`src/srl_pkg.sv`:
```
`timescale 1ns / 1ps

package srl_pkg;

    localparam logic [7:0] C_CHAR_S   = 8'h53;
    localparam logic [7:0] C_CHAR_0   = 8'h30;
    localparam logic [7:0] C_CHAR_1   = 8'h31;
    localparam logic [7:0] C_CHAR_3   = 8'h33;
    localparam logic [7:0] C_CHAR_5   = 8'h35;
    localparam logic [7:0] C_CHAR_7   = 8'h37;
    localparam logic [7:0] C_CHAR_9   = 8'h39;
    localparam logic [7:0] C_CHAR_UA  = 8'h41;
    localparam logic [7:0] C_CHAR_UF  = 8'h46;
    localparam logic [7:0] C_CHAR_LA  = 8'h61;
    localparam logic [7:0] C_CHAR_LF  = 8'h66;
    localparam logic [7:0] C_CHAR_SP  = 8'h20;
    localparam logic [7:0] C_CHAR_TAB = 8'h09;
    localparam logic [7:0] C_CHAR_LF_ = 8'h0A;
    localparam logic [7:0] C_CHAR_VT  = 8'h0B;
    localparam logic [7:0] C_CHAR_FF  = 8'h0C;
    localparam logic [7:0] C_CHAR_CR  = 8'h0D;

    localparam int ADDR_W = 14;

    typedef enum logic [3:0] {
        PH_LINE  = 4'd0,
        PH_TYPE  = 4'd1,
        PH_COUNT = 4'd2,
        PH_ADDR  = 4'd3,
        PH_DATA  = 4'd4,
        PH_SKIP  = 4'd5
    } t_phase;

    typedef enum logic [1:0] {
        ST_RUN    = 2'd0,
        ST_DONE   = 2'd1,
        ST_SYNTAX = 2'd2,
        ST_RANGE  = 2'd3
    } t_status;

    typedef struct packed {
        logic [7:0] code;
        logic [3:0] hex;
        logic       is_hex;
        logic       is_blank;
        logic       is_s;
        logic       is_newline;
        logic       is_skip_type;
        logic       is_data_type;
        logic       is_end_type;
    } t_char_info;

    typedef struct packed {
        logic              wr_en;
        logic [ADDR_W-1:0] wr_addr;
        logic [7:0]        wr_data;
        t_status           status;
    } t_result;

endpackage

```
`src/srl_char_class.sv`:
```
`timescale 1ns / 1ps

module srl_char_class (
    input  logic [7:0]          i_char,
    output srl_pkg::t_char_info o_info
);
    import srl_pkg::*;

    logic w_digit;
    logic w_alpha;

    assign w_digit = (i_char >= C_CHAR_0) && (i_char <= C_CHAR_9);
    assign w_alpha = ((i_char >= C_CHAR_UA) && (i_char <= C_CHAR_UF))
                  || ((i_char >= C_CHAR_LA) && (i_char <= C_CHAR_LF));

    always_comb begin
        o_info.code         = i_char;
        o_info.is_hex       = w_digit || w_alpha;
        o_info.hex          = w_digit ? i_char[3:0] : (i_char[3:0] + 4'd9);
        o_info.is_blank     = (i_char == C_CHAR_SP) || (i_char == C_CHAR_TAB)
                           || (i_char == C_CHAR_VT) || (i_char == C_CHAR_FF)
                           || (i_char == C_CHAR_CR);
        o_info.is_s         = (i_char == C_CHAR_S);
        o_info.is_newline   = (i_char == C_CHAR_LF_);
        o_info.is_skip_type = (i_char == C_CHAR_0) || (i_char == C_CHAR_5);
        o_info.is_data_type = (i_char >= C_CHAR_1) && (i_char <= C_CHAR_3);
        o_info.is_end_type  = (i_char >= C_CHAR_7) && (i_char <= C_CHAR_9);
    end

endmodule

```
`src/srl_parser.sv`:
```
`timescale 1ns / 1ps

module srl_parser #(
    parameter int MEM_BYTES = 16384
) (
    input  logic                i_clk,
    input  logic                i_rst_n,
    input  logic                i_step,
    input  srl_pkg::t_char_info i_info,
    output srl_pkg::t_result    o_result
);
    import srl_pkg::*;

    t_phase      r_phase,  n_phase;
    logic [1:0]  r_kind,   n_kind;
    logic [7:0]  r_bytes,  n_bytes;
    logic [3:0]  r_digits, n_digits;
    logic [31:0] r_addr,   n_addr;
    logic [3:0]  r_high,   n_high;
    logic        r_nib,    n_nib;
    t_status     r_status, n_status;

    logic [7:0]  w_cnt;
    logic [7:0]  w_skip;
    logic [3:0]  w_digits_dec;
    logic [7:0]  w_bytes_dec;
    logic        w_in_range;

    assign w_cnt        = {r_high, i_info.hex};
    assign w_skip       = 8'({1'b0, r_kind} + 3'd2);
    assign w_digits_dec = r_digits - 4'd1;
    assign w_bytes_dec  = r_bytes - 8'd1;
    assign w_in_range   = r_addr < 32'(MEM_BYTES);

    always_comb begin
        n_phase = r_phase;
        if (r_status == ST_RUN) begin
            case (r_phase)
                PH_LINE: begin
                    if (i_info.is_s) n_phase = PH_TYPE;
                end
                PH_TYPE: begin
                    if (i_info.is_skip_type) n_phase = PH_SKIP;
                    else if (i_info.is_data_type) n_phase = PH_COUNT;
                end
                PH_COUNT: begin
                    if (i_info.is_hex && r_nib) n_phase = PH_ADDR;
                end
                PH_ADDR: begin
                    if (i_info.is_hex && (w_digits_dec == 4'd0)) begin
                        n_phase = (r_bytes == 8'd0) ? PH_SKIP : PH_DATA;
                    end
                end
                PH_DATA: begin
                    if (i_info.is_hex && r_nib && w_in_range && (w_bytes_dec == 8'd0)) begin
                        n_phase = PH_SKIP;
                    end
                end
                PH_SKIP: begin
                    if (i_info.is_newline) n_phase = PH_LINE;
                end
                default: begin
                    n_phase = PH_LINE;
                end
            endcase
        end
    end

    always_comb begin
        n_kind            = r_kind;
        n_bytes           = r_bytes;
        n_digits          = r_digits;
        n_addr            = r_addr;
        n_high            = r_high;
        n_nib             = r_nib;
        n_status          = r_status;
        o_result.wr_en    = 1'b0;
        o_result.wr_addr  = '0;
        o_result.wr_data  = '0;
        if (r_status == ST_RUN) begin
            case (r_phase)
                PH_LINE: begin
                    if (!i_info.is_s && !i_info.is_blank) n_status = ST_SYNTAX;
                end
                PH_TYPE: begin
                    if (i_info.is_data_type) begin
                        n_kind = i_info.code[1:0];
                        n_nib  = 1'b0;
                    end else if (i_info.is_end_type) begin
                        n_status = ST_DONE;
                    end else if (!i_info.is_skip_type) begin
                        n_status = ST_SYNTAX;
                    end
                end
                PH_COUNT: begin
                    if (!i_info.is_hex) begin
                        n_status = ST_SYNTAX;
                    end else if (!r_nib) begin
                        n_high = i_info.hex;
                        n_nib  = 1'b1;
                    end else begin
                        n_bytes  = (w_cnt > w_skip) ? (w_cnt - w_skip) : 8'd0;
                        n_nib    = 1'b0;
                        n_digits = {4'({1'b0, r_kind} + 3'd1)} << 1;
                        n_addr   = '0;
                    end
                end
                PH_ADDR: begin
                    if (!i_info.is_hex) begin
                        n_status = ST_SYNTAX;
                    end else begin
                        n_addr   = {r_addr[27:0], i_info.hex};
                        n_digits = w_digits_dec;
                        if (w_digits_dec == 4'd0) n_nib = 1'b0;
                    end
                end
                PH_DATA: begin
                    if (!i_info.is_hex) begin
                        n_status = ST_SYNTAX;
                    end else if (!r_nib) begin
                        n_high = i_info.hex;
                        n_nib  = 1'b1;
                    end else begin
                        n_nib = 1'b0;
                        if (!w_in_range) begin
                            n_status = ST_RANGE;
                        end else begin
                            o_result.wr_en   = 1'b1;
                            o_result.wr_addr = r_addr[ADDR_W-1:0];
                            o_result.wr_data = {r_high, i_info.hex};
                            n_addr           = r_addr + 32'd1;
                            n_bytes          = w_bytes_dec;
                        end
                    end
                end
                default: begin
                end
            endcase
        end
        o_result.status = n_status;
    end

    always_ff @(posedge i_clk) begin
        if (!i_rst_n) begin
            r_phase  <= PH_LINE;
            r_kind   <= '0;
            r_bytes  <= '0;
            r_digits <= '0;
            r_addr   <= '0;
            r_high   <= '0;
            r_nib    <= 1'b0;
            r_status <= ST_RUN;
        end else if (i_step) begin
            r_phase  <= n_phase;
            r_kind   <= n_kind;
            r_bytes  <= n_bytes;
            r_digits <= n_digits;
            r_addr   <= n_addr;
            r_high   <= n_high;
            r_nib    <= n_nib;
            r_status <= n_status;
        end
    end

endmodule

```
`src/srecord_memory_loader.sv`:
```
`timescale 1ns / 1ps

// S-record loader: takes S-record text one character per word and returns one
// result word per character, holding a memory byte write (tuser high) and the
// load status after that character (running, done, syntax error, out of range;
// errors and done are sticky until reset). A character passes from the input
// register through the parser to the output register, and a new one is
// accepted every cycle unless the output register is held by back-pressure;
// the parser's state registers, updated once per character, set that rate.
// Writes at or beyond MEM_BYTES are refused with the range status.
module srecord_memory_loader #(
    parameter int MEM_BYTES = 16384
) (
    input  logic        i_clk,
    input  logic        i_rst_n,
    input  logic        i_s_axis_tvalid,
    output logic        o_s_axis_tready,
    input  logic [7:0]  i_s_axis_tdata,   // [7:0] char_in
    output logic        o_m_axis_tvalid,
    input  logic        i_m_axis_tready,
    output logic [23:0] o_m_axis_tdata,   // [13:0] wr_addr, [21:14] wr_data, [23:22] status
    output logic        o_m_axis_tuser    // [0] wr_en
);
    import srl_pkg::*;

    logic       r_in_valid;
    logic [7:0] r_in_char;
    logic       r_out_valid;
    t_result    r_out;

    logic       w_step;
    t_char_info w_info;
    t_result    w_result;

    assign w_step          = r_in_valid && (!r_out_valid || i_m_axis_tready);
    assign o_s_axis_tready = !r_in_valid || w_step;

    srl_char_class u_class (
        .i_char (r_in_char),
        .o_info (w_info)
    );

    srl_parser #(
        .MEM_BYTES (MEM_BYTES)
    ) u_parser (
        .i_clk    (i_clk),
        .i_rst_n  (i_rst_n),
        .i_step   (w_step),
        .i_info   (w_info),
        .o_result (w_result)
    );

    always_ff @(posedge i_clk) begin
        if (!i_rst_n) begin
            r_in_valid  <= 1'b0;
            r_out_valid <= 1'b0;
        end else begin
            if (o_s_axis_tready) r_in_valid <= i_s_axis_tvalid;
            if (w_step) r_out_valid <= 1'b1;
            else if (i_m_axis_tready) r_out_valid <= 1'b0;
        end
    end

    always_ff @(posedge i_clk) begin
        if (o_s_axis_tready && i_s_axis_tvalid) r_in_char <= i_s_axis_tdata;
        if (w_step) r_out <= w_result;
    end

    assign o_m_axis_tvalid = r_out_valid;
    assign o_m_axis_tuser  = r_out.wr_en;
    assign o_m_axis_tdata  = {r_out.status, r_out.wr_data, r_out.wr_addr};

endmodule
```
`config.mk`:
```
export PLATFORM = sky130hd
export DESIGN_NAME = srecord_memory_loader
export DESIGN_NICKNAME = d
export VERILOG_FILES = /design/src/srl_pkg.sv /design/src/srl_char_class.sv /design/src/srl_parser.sv /design/src/srecord_memory_loader.sv
export SDC_FILE = /design/constraint.sdc
export NUM_CORES = 1
export LEC_CHECK = 0
export BUFFER_PORTS_ARGS = -buffer_cell sky130_fd_sc_hd__buf_2
export CAP_MARGIN = 20
export CORE_MARGIN = 3
export CORE_UTILIZATION = 55
export DETAILED_ROUTE_END_ITERATION = 8
export GPL_TIMING_DRIVEN = 0
export PLACE_DENSITY = 0.77
export SYNTH_ARGS = -nofsm -noshare
export SYNTH_HDL_FRONTEND = slang
export SYNTH_SLANG_ARGS = --single-unit
```
`constraint.sdc`:
```
create_clock -name i_clk -period 3.25 [get_ports i_clk]
set_input_delay 0.325 -clock i_clk [delete_from_list [all_inputs] [get_ports i_clk]]
set_output_delay 0.325 -clock i_clk [all_outputs]
set_load 0.05 [all_outputs]
```
## Word level (Yosys, flattened, before mapping)

Cells that the tools add are included.

| word-level totals | value |
|---|---|
| logic and storage cells | 156 |
| output and inout bits | 27 |
| flip-flop bits (word level) | 92 |
| bits in writable memories | 0 |
| memories kept | 0 |
| ROM bits | 0 |
| input port bits | 12 |
| latch bits | 0 |

| operators by class | value |
|---|---|
| add/sub/neg operators | 7 |
| div/mod/pow operators | 0 |
| shift operators | 0 |
| eq/ne operators | 29 |
| reductions and logical operators | 46 |
| $mul | 0 |
| mux-type cells | 47 |
| bitwise operators | 1 |
| $lt $le $gt $ge | 11 |

Operator list:

| cell | number |
|---|---|
| two-way mux 32 bit | 6 |
| one-hot mux 32 bit (3 select lines) | 1 |
| two-way mux 8 bit | 6 |
| two-way mux 4 bit | 11 |
| == test 8 x 4 -> 1 bit, second input constant | 5 |
| adder 32 x 1 -> 32 bit, second input constant | 1 |
| less-than comparator 32 x 15 -> 1 bit, second input constant | 1 |
| == test 8 x 6 -> 1 bit, second input constant | 3 |
| >= comparator 8 x 6 -> 1 bit, second input constant | 3 |
| inequality test 2 x 1 -> 1 bit, second input constant | 12 |
| one-hot mux 4 bit (6 select lines) | 1 |
| two-way mux 23 bit | 1 |
| two-way mux 2 bit | 9 |
| >= comparator 8 x 7 -> 1 bit, second input constant | 2 |
| less-or-equal comparator 8 x 6 -> 1 bit, second input constant | 2 |
| less-or-equal comparator 8 x 7 -> 1 bit, second input constant | 2 |
| logical NOT 8 bit | 2 |
| one-hot mux 8 bit (2 select lines) | 1 |
| AND reduction 8 bit | 2 |
| logical AND 1 bit | 12 |
| AND reduction 5 bit | 2 |
| logical OR 1 bit | 9 |
| AND reduction 9 bit | 1 |
| == test 4 x 2 -> 1 bit, second input constant | 2 |
| other kinds (26) | 44 |

## Longest topological paths before layout

Gate-level depths: netlist of the first run.

| logic depth | value |
|---|---|
| depth after elaboration | 10 |
| gate-level depth with buffers | 15 |
| gate-level depth less buffers | 14 |

## Hierarchy

A second synthesis of the first run with hierarchy kept.

| second synthesis, totals | value |
|---|---|
| cell total of the unflattened synthesis | 573 |
| area, all modules | 5170.0 um^2 |

By module, submodules not included:

| module | sequential area each (um^2) | instances | cells an instance | area each (um^2) |
|---|---|---|---|---|
| srl_parser | 1121.1 | 1 | 478 | 3619.7 |
| srecord_memory_loader | 1031.0 | 1 | 42 | 1094.8 |
| srl_char_class | 0.0 | 1 | 53 | 455.4 |

## Least setup slack after synthesis of the first run

OpenSTA, ideal clock, no wires.

| timing path | value |
|---|---|
| path kind | register to register |
| from | register r_in_char[0] |
| to | register u_parser.r_bytes[5] |
| arrival | 3258 ps |
| period minus slack after synthesis | 3375 ps |
| setup slack | -125 ps |
| path buffers | 1 |
| setup time | 117 ps |
| stages on the path, launching flop included | 15 |
| data required time | 3133 ps |
| path through | edfxtp_1 -> inv_1 -> ha_1 -> o21bai_1 -> a21o_1 -> buf_4 -> xnor2_1 -> ha_1 -> inv_1 -> fa_1 -> a21o_1 -> a211o_1 -> a41o_1 -> a31o_1 -> a32o_1 |

| between the ends | value |
|---|---|
| cells in the longest elaborated chain, start to end | 8 |
| elaborated cells on any way between the ends | 22 |
| classes of those cells | 2 x add/sub; 7 x order compare; 2 x eq/ne; 5 x mux; 6 x reduce/logical |

RTL lines:

| element | RTL line | text |
|---|---|---|
| start: declaration | srecord_memory_loader.sv:27 | `logic [7:0] r_in_char;` |
| start signal: assignment | srecord_memory_loader.sv:65 | `if (o_s_axis_tready && i_s_axis_tvalid) r_in_char <= i_s_axis_tdata;` |
| >= comparator 8 x 6 -> 1 bit or less-or-equal comparator 8 x 6 -> 1 bit (tied branches) | srl_char_class.sv:12 | `assign w_digit = (i_char >= C_CHAR_0) && (i_char <= C_CHAR_9);` |
| logical AND 1 bit | srl_char_class.sv:12 |  |
| two-way mux 4 bit | srl_char_class.sv:19 | `o_info.hex = w_digit ? i_char[3:0] : (i_char[3:0] + 4'd9);` |
| subtractor 8 bit or > comparator 8 bit (tied branches) | srl_parser.sv:102 | `n_bytes = (w_cnt > w_skip) ? (w_cnt - w_skip) : 8'd0;` |
| two-way mux 8 bit | srl_parser.sv:102 |  |
| two-way mux 8 bit | srl_parser.sv:98 | `end else if (!r_nib) begin` |
| two-way mux 8 bit | srl_parser.sv:96 | `if (!i_info.is_hex) begin` |
| one-hot mux 8 bit (2 select lines) | srl_parser.sv:81 | `case (r_phase)` |
| end signal: assignment | srl_parser.sv:156 | `r_bytes <= n_bytes;` |
| end: declaration | srl_parser.sv:16 | `logic [7:0] r_bytes, n_bytes;` |

Parallel ways exist; a longest one is shown, timed or not. The select of a mux whose other input is x is not followed.
A chain may end at the register's enable or synchronous reset.

## Final worst setup path of the first run

Same ends and word-level chain as after synthesis.

==> metrics.csv, run 1 <==
metric,value,unit
reg2reg start,r_in_char[0],
syn_nets,613,
register area share after synthesis,40.9,%
endpoints failing setup,0,
all-layer global routing usage,25.1,%
num rows,35,
per-cell routed wire length,17.3,um
routability cong.,0.939,
Internal Power,1.65,mW
YS warnings,0,
H-tree depth,3,
crit-path max FO,7,
initial antenna violation count,0,
GRT overflow,0,
CTS Root Buffer Type,clkbuf_8,
clk sinks,91,
layout cells sized above 1,17.4,%
P per Cell Area,372,nW/um^2
Synth top cells by count,"dfxtp_1, nand2_1, nand3_1",
GR Layer Usage met1,33.9,%
Setup CP Type,flip-flop to flip-flop,
Post-synth EDFFs,33,
Initial Utilization,56.7,%
WP data arrival,3.44,ns
Max VDD drop,0.000249,V
type of origin of the critical path,flip-flop,
# diodes,0,
minimum clock period,3.19,ns
global route hottest layer,met2,
Core Area,9280,sq um
hold path cells,1,
Synth cell types,81,
Die Wd,104,um
R2R depth,14,
Routed Antenna Nets,0,
# placed instances,751,
status,finished clean,
endpoint of the worst-slack reg-to-reg timing path,u_parser.r_bytes[5],
Final Non-Filler Cells,780,
Fin Clk Skew,0.0157,ns
GRT met2 Usage,40.6,%
hold path startpoint,i_s_axis_tdata[5],
"Hold Vio Cnt, Final",0,
P_sw,0.595,mW
WP data required,3.51,ns
drt total wl,13500,um
pin count of the biggest net entering global routing,28,
number of max-cap violations,0,
post-synth top area share,22.1,%
Die ar.,10800,sq um
crit share post-route,98.0,%
input/output buffers,37,
part of the power in combinational logic,10.7,%
"Slew Viols, Final",0,
most common cell in the netlist,dfxtp_1,
RSZ-0062 raised after global routing,true,
part of the power in registers,54.1,%
Mapped Area,5270,sq um
Syn-to-layout area delta,14.4,%
first-pass GRT wire length,22500,um
drt pass-1 iters,5,
Hold EP,r_in_char[5],
async set-or-reset flop fraction in the synthesized netlist,0,%
Die Ht,104,um
top_reg_cell synth,dfxtp_1,
Clk network pwr share,35.2,%
Lkg Pwr,2.24,nW
vias post-DR,4846,
Hold Crit Class,input pin to flip-flop,
#FFs+latches synth,91,
Worst-path clk slew,0.09,ns
# DRC,0,
Nets,674,
Max clock buf depth,2,
CP Capture Type,flip-flop,
slew margin rel.,52.4,%
vias in the first global route,4613,
CTS tree,yes,
Least-Margin Pin Slew,0.709,ns
TritonCTS Buffers,9,
Post-Synthesis Cells,585,
fmax,314,MHz
post-DR vias/cell,6.21,
met3 Use GR,3.61,%
total power,2.24,mW
DR iter-0 viols,339,
Detailed Place HPWL,9660,um
Yosys top cell by area,dfxtp_1,
register-to-register setup slack,0.06,ns
CTS Hold Bufs,0,
"top cells by area, synth","dfxtp_1, edfxtp_1, nand2_1",
Net Sw Frac,26.6,%
Mapped Avg Cell Area,9.00,sq um
setup TNS,0,ns
IO Count,39,
worst-skew pair later-pin latency,0.36,ns
## metal layers
layer | share of wire, % | vias to the layer above
met3 | 8.4 | 42
met5 | 0 | -
met2 | 45 | 267
li1 | - | 2293
met4 | 2.6 | 0
met1 | 44 | 2244
## sequential cells by signal, summed over array words and instances, names as in the netlist, 2 cells and up
signal / count
u_parser.r_addr: 32
o_m_axis_tdata: 24
r_in_char: 8
u_parser.r_bytes: 8
u_parser.r_digits: 4
u_parser.r_high: 4
u_parser.r_phase: 3
u_parser.r_kind: 2
u_parser.r_status: 2
## layout make-up
class / instances / area (sq um)
multi-input combinational: 442 / 2970
tap: 129 / 161
clock inverter: 7 / 75.1
inverter: 16 / 60.1
clock buffer: 9 / 124
timing repair buffer: 50 / 303
fill: 776 / 3260
buffer: 36 / 174
sequential: 91 / 2150
## worst max-delay path, cell delays in order (launching register included)
cell and delay, ns:
edfxtp_1 0.48, inv_2 0.12, ha_4 0.17, o21bai_4 0.07
a21o_1 0.16, buf_6 0.13, xnor2_4 0.18, ha_4 0.17
inv_2 0.04, fa_2 0.37, a21o_1 0.22, a211o_4 0.38
a41o_1 0.20, a31o_1 0.20, a32o_1 0.20
## worst max-delay path by stage
stage / cells after the start / end / startpoint
after floorplan: 14 / u_parser.r_bytes[5] / r_in_char[0]
after global placement: 15 / u_parser.r_bytes[4] / r_in_char[0]
after detailed placement: 15 / u_parser.r_bytes[4] / r_in_char[0]
after CTS: 14 / u_parser.r_bytes[5] / r_in_char[0]
after global routing: 14 / u_parser.r_bytes[5] / r_in_char[0]
final: 14 / u_parser.r_bytes[5] / r_in_char[0]
## power by group through the flow
stage,Sequential (mW),Combinational (mW),Clock [mW]
after floorplan,1.29,0.102,0
after global placement,1.24,0.203,0
after detailed placement,1.24,0.208,0
after CTS,1.21,0.223,0.797
after global routing,1.22,0.256,0.848
final,1.21,0.240,0.788
## cells by family (layout without fill, tap and decap cells)
kind of cell,Yosys count,count (layout),synth area share [%]
muxes,8,8,1.57
buffers and inverters,52,118,4.37
xor gates and xnor gates,10,10,1.66
and+or+nand+nor,257,257,27.4
AOI/OAI and AO/OA,151,151,20.2
DFF,91,91,40.9
adders and majority gates,16,16,3.94
## repair_timing
item / CTS / global route
pin swaps: 3 / 8
cloned: 0 / 0
setup endpoints to repair: 8 / 8
resized for setup: 3 / 10
setup buffers: 9 / 3
## metrics by stage
stage	util, %	area (sq um)	setup slack, ns	hold WS [ns]
floorplan	-	5310	0.0109	0.424
global placement	60.9	5650	-0.302	0.439
detailed placement	60.9	5650	-0.373	0.445
CTS	64.0	5940	0.0237	0.130
global route	64.9	6020	-0.0527	0.123
finish	64.9	6020	0.0647	0.139
## layout by cell type (no fill, tap or decap), types with 7 or more instances in the layout
cell      Yosys  final
and3_1        8      8
o21ai_1       6      8
o21ai_0      27     24
nor2b_1      17     17
a21oi_1      30     29
nand3_1      36     36
nor3_1       15     15
nor3b_1      11     11
edfxtp_1     33     33
clkbuf_8      0      9
inv_1        16     13
dfxtp_1      58     58
ha_1         15     12
nand4_1      10     10
a22o_1        9      8
clkbuf_1     19     19
nor2_1       32     32
nand2_1      55     54
nor4_1        7      7
buf_4         4     15
and2_1       29     29
a21boi_1      8      8
buf_2        10     47
(Power assumes the default switching activity.)
==> run 2, diff against run 1 <==
Settings changed: CORE_UTILIZATION 55 to 61, GPL_TIMING_DRIVEN 0 to unset, PLACE_DENSITY 0.77 to 0.81.
Clock period 3.25 ns to 3.2 ns, I/O delays scaled along.
==> run 2 against run 1 <==
Via count down 3.7%; critical path depth down 4; combinational power down 3%; cell area down 3.1%; critical path type unchanged; critical endpoint is now u_parser.r_bytes[7]; largest power group unchanged.
==> metrics.csv, run 2 (synthesis gave the netlist of run 1 again) <==
metric,value,unit
status,finished clean,
Die Ht,98.9,um
Slowest Stage Delay on Critical Path,0.52,ns
slowest CP cell,edfxtp_1,
CTS Hold Bufs,0,
post-DR vias/cell,6.42,
"Slew Viols, Final",0,
Max clock buf depth,2,
CP Cell Sequence,"or3_4, o21ai_0, a22o_1, ha_1, a21oi_1, o21ai_0, a311oi_2, mux2i_1, a22o_1, a32o_1",
Die ar.,9780,sq um
Setup CP Type,flip-flop to flip-flop,
# DRC,0,
vias in the first global route,4340,
Initial Utilization,63.4,%
layout cells sized above 1,16.2,%
Hold Crit Class,input pin to flip-flop,
CTS Root Buffer Type,clkbuf_8,
clk sinks,91,
H-tree depth,3,
number of max-cap violations,0,
Detailed Place HPWL,8300,um
Die Wd,98.9,um
routability cong.,0.930,
DR iter-0 viols,303,
slew margin rel.,29.4,%
type of origin of the critical path,flip-flop,
max FFs per register,32,
Lkg Pwr,2.16,nW
"Hold Vio Cnt, Final",0,
drt total wl,12300,um
minimum clock period,3.07,ns
crit-path max FO,7,
Fin Clk Skew,0.0155,ns
crit share post-route,95.9,%
"commonest non-fill, non-tap cell in the layout",dfxtp_1,
Core Area,8300,sq um
CP Capture Type,flip-flop,
CTS tree,yes,
Least-Margin Pin Slew,1.06,ns
worst-skew pair later-pin latency,0.37,ns
# diodes,0,
initial antenna violation count,0,
IO Count,39,
per-cell routed wire length,17.0,um
Largest Register,u_parser.r_addr,
first-pass GRT wire length,20400,um
Nets,645,
num rows,33,
setup TNS,0,ns
GRT overflow,0,
Max VDD drop,0.000243,V
Routed Antenna Nets,0,
drt pass-1 iters,5,
fmax,326,MHz
P per Cell Area,383,nW/um^2
all-layer global routing usage,25.1,%
Syn-to-layout area delta,10.9,%
vias post-DR,4665,
input/output buffers,38,
WP data arrival,3.34,ns
TritonCTS Buffers,9,
WP data required,3.47,ns
WHS,0.113,ns
most frequent cells in the layout,"dfxtp_1, nand2_1, buf_2",
pin count of the biggest net entering global routing,69,
Worst-path clk slew,0.10,ns
endpoints failing setup,0,
[run 2: cell types whose count changed in the layout (fill, tap and decap cells not counted), sizes merged]
cell | previous run | this run
buf | 67 | 57
bufinv | 1 | 0
clkbuf | 28 | 9
inv | 18 | 19
[run 2: through the flow]
step | instances | setup WS, ns | power (mW) | area [sq um] | util [%]
CTS | 723 | 0.0480 | 2.22 | 5760 | 69.4
detailed placement | 707 | 0.00948 | 1.47 | 5570 | 67.1
global placement | 707 | 0.113 | 1.47 | 5570 | 67.1
floorplan | 585 | 0.0125 | 1.41 | 5310 | -
global route | 727 | -0.0154 | 2.31 | 5840 | 70.3
finish | 727 | 0.132 | 2.24 | 5840 | 70.3
[run 2: report_power, final]
part | internal, mW | switching, mW | total [mW]
sequential | 1.22 | 0.0119 | 1.23
combinational | 0.0817 | 0.153 | 0.234
clock | 0.304 | 0.466 | 0.770
[run 2: worst max-delay path: cells and delay by family, from the launching register on]
| family | cells | cell delay (ns) |
|---|---|---|
| compound gates | 7 | 1.56 |
| fa+ha+maj | 1 | 0.32 |
| flops | 1 | 0.52 |
| mux | 1 | 0.12 |
| simple gates | 1 | 0.45 |
[run 2: final timing paths]
kind                  startpoint                  end  slack [ns]  cells after the start
max                 r_in_char[3]  u_parser.r_bytes[7]        0.13                     10
min reg2reg  u_parser.r_addr[29]  u_parser.r_addr[29]        0.46                      2
min            i_s_axis_tdata[2]         r_in_char[2]        0.11                      1
max reg2reg         r_in_char[3]  u_parser.r_bytes[7]        0.13                     10
[run 2: routing by layer]
layer	global-route usage [%]	share of wire, %	up-vias
met3	3.82	6.7	33
met1	34.5	44	2202
li1	-	-	2230
met5	0	0	-
met4	10.5	2.7	0
met2	39.6	47	200
[run 2: final cells by class]
cell class | instances | area, sq um
Timing Repair Buffer | 57 | 333
Multi-Input combinational cell | 442 | 2970
Sequential cell | 91 | 2150
Tap cell | 105 | 131
Clock inverter | 7 | 68.8
Inverter | 16 | 60.1
Clock buffer | 9 | 124
Fill cell | 644 | 2460
[run 2: timing repair]
action / 4_1_cts / 5_1_grt
pin swaps: 0 / 3
gates cloned: 0 / 0
setup buffers: 0 / 4
setup endpoints to repair: 2 / 8
resized for setup: 1 / 8
==> run 3, diff against run 2 <==
Settings changed: RECOVER_POWER set to 25.
==> run 3 against run 2 <==
The flow now finishes with violations (max-capacitance violations, max-slew violations); critical path type unchanged; largest cell class unchanged; combinational power barely moved; global-route usage did not move; count of clock-buffer cells in the layout did not move; die area did not move; power fell by 0.14%; fmax fell by 0.20%; cell count did not move.
==> metrics.csv, run 3 (synthesis gave the netlist of run 1 again) <==
metric,value,unit
drt pass-1 iters,5,
status,"finished, violations left",
Max VDD drop,0.000243,V
Initial Utilization,63.4,%
# DRC,0,
layout cells sized above 1,13.0,%
max FFs per register,32,
Lkg Pwr,2.10,nW
register area,2150,sq um
Syn-to-layout area delta,10.4,%
Max clock buf depth,2,
WP data arrival,3.34,ns
Largest Register,u_parser.r_addr,
minimum clock period,3.07,ns
clk sinks,91,
crit share post-route,96.1,%
GRT met2 Usage,39.6,%
all-layer global routing usage,25.1,%
TritonCTS Buffers,9,
DR iter-0 viols,296,
setup TNS,0,ns
Die Wd,98.9,um
"Slew Viols, Final",69,
CTS Root Buffer Type,clkbuf_8,
GRT overflow,0,
endpoints failing setup,0,
Fin Clk Skew,0.0146,ns
vias in the first global route,4340,
WP data required,3.46,ns
Core Area,8300,sq um
P per Cell Area,384,nW/um^2
routability cong.,0.930,
Multi-input gate area,2970,sq um
number of max-cap violations,1,
worst-skew pair later-pin latency,0.37,ns
Die Ht,98.9,um
Hold Crit Class,input pin to flip-flop,
Routed Antenna Nets,0,
Final Non-Filler Cells,727,
crit-path max FO,7,
most frequent cells in the layout,"dfxtp_1, nand2_1, nand3_1",
type of origin of the critical path,flip-flop,
failing checks,"max-capacitance violations, max-slew violations",
met3 Use GR,3.82,%
H-tree depth,3,
Detailed Place HPWL,8300,um
pin count of the biggest net entering global routing,69,
Setup CP Type,flip-flop to flip-flop,
global route hottest layer,met2,
Worst-path clk slew,0.10,ns
drt total wl,12300,um
IO Count,39,
num rows,33,
hold path cells,1,
# diodes,0,
first-pass GRT wire length,20400,um
CTS Hold Bufs,0,
vias post-DR,4716,
CTS tree,yes,
# placed instances,707,
"commonest non-fill, non-tap cell in the layout",dfxtp_1,
Least-Margin Pin Slew,2.54,ns
Nets,645,
input/output buffers,38,
slew margin rel.,-69.5,%
CP Capture Type,flip-flop,
initial antenna violation count,0,
fmax,325,MHz
# fillers,648,
"Hold Vio Cnt, Final",0,
per-cell routed wire length,16.9,um
Die ar.,9780,sq um
GR Layer Usage met1,34.5,%
post-DR vias/cell,6.49,
R2R depth,10,
[run 3: cell count changes in the layout (fill, tap and decap cells not counted)]
cell and delta:
and2_1 -1, clkbuf_1 +20, and2_0 +1, buf_2 -20
[run 3: power by group]
group	internal [mW]	switching, mW	leakage, nW
Combinational	0.0796	0.153	1.23
Clock	0.304	0.464	0.0993
Sequential	1.22	0.0122	0.774
[run 3: worst max-delay path: stages, from the launching register on]
cell	delay, ns
edfxtp_1	0.52
or3_4	0.45
o21ai_0	0.16
a22o_1	0.32
ha_1	0.32
a21oi_1	0.22
o21ai_0	0.21
a311oi_2	0.27
mux2i_1	0.12
a22o_1	0.19
a32o_1	0.19
[run 3: path summary, 6_finish.rpt]
path | to | start | slack, ns
worst min-delay path | r_in_char[2] | i_s_axis_tdata[2] | 0.11
worst min register to register | u_parser.r_addr[29] | u_parser.r_addr[29] | 0.46
worst max-delay path | u_parser.r_bytes[7] | r_in_char[3] | 0.13
worst max register to register | u_parser.r_bytes[7] | r_in_char[3] | 0.13
[run 3: per-stage QoR]
step	total power [mW]	util (%)	worst slack [ns]	hold WS [ns]	area (sq um)
floorplan	1.41	-	0.0125	0.419	5310
global placement	1.47	67.1	0.113	0.439	5570
detailed placement	1.47	67.1	0.00948	0.448	5570
CTS	2.22	69.4	0.0480	0.113	5760
global route	2.30	70.0	-0.0207	0.105	5810
finish	2.23	70.0	0.125	0.113	5810
[run 3: repair_timing]
action | in CTS | in global routing
setup buffers | 0 | 4
setup endpoints to repair | 2 | 8
gates resized for setup | 1 | 8
pin swaps | 0 | 3
[run 3: cell type report]
class                           instances  share of cell area, %
Timing Repair Buffer                   57                   5.29
Clock inverter                          7                   1.18
Tap cell                              105                   2.26
Sequential cell                        91                   37.0
Inverter                               16                   1.03
Clock buffer                            9                   2.13
Multi-Input combinational cell        442                   51.1
[run 3: metal layers]
layer  wire length (um)  vias to the layer above
li1                   -                     2229
met1               5350                     2240
met2               5720                      206
met3                874                       41
met4                353                        0
met5                  0                        -
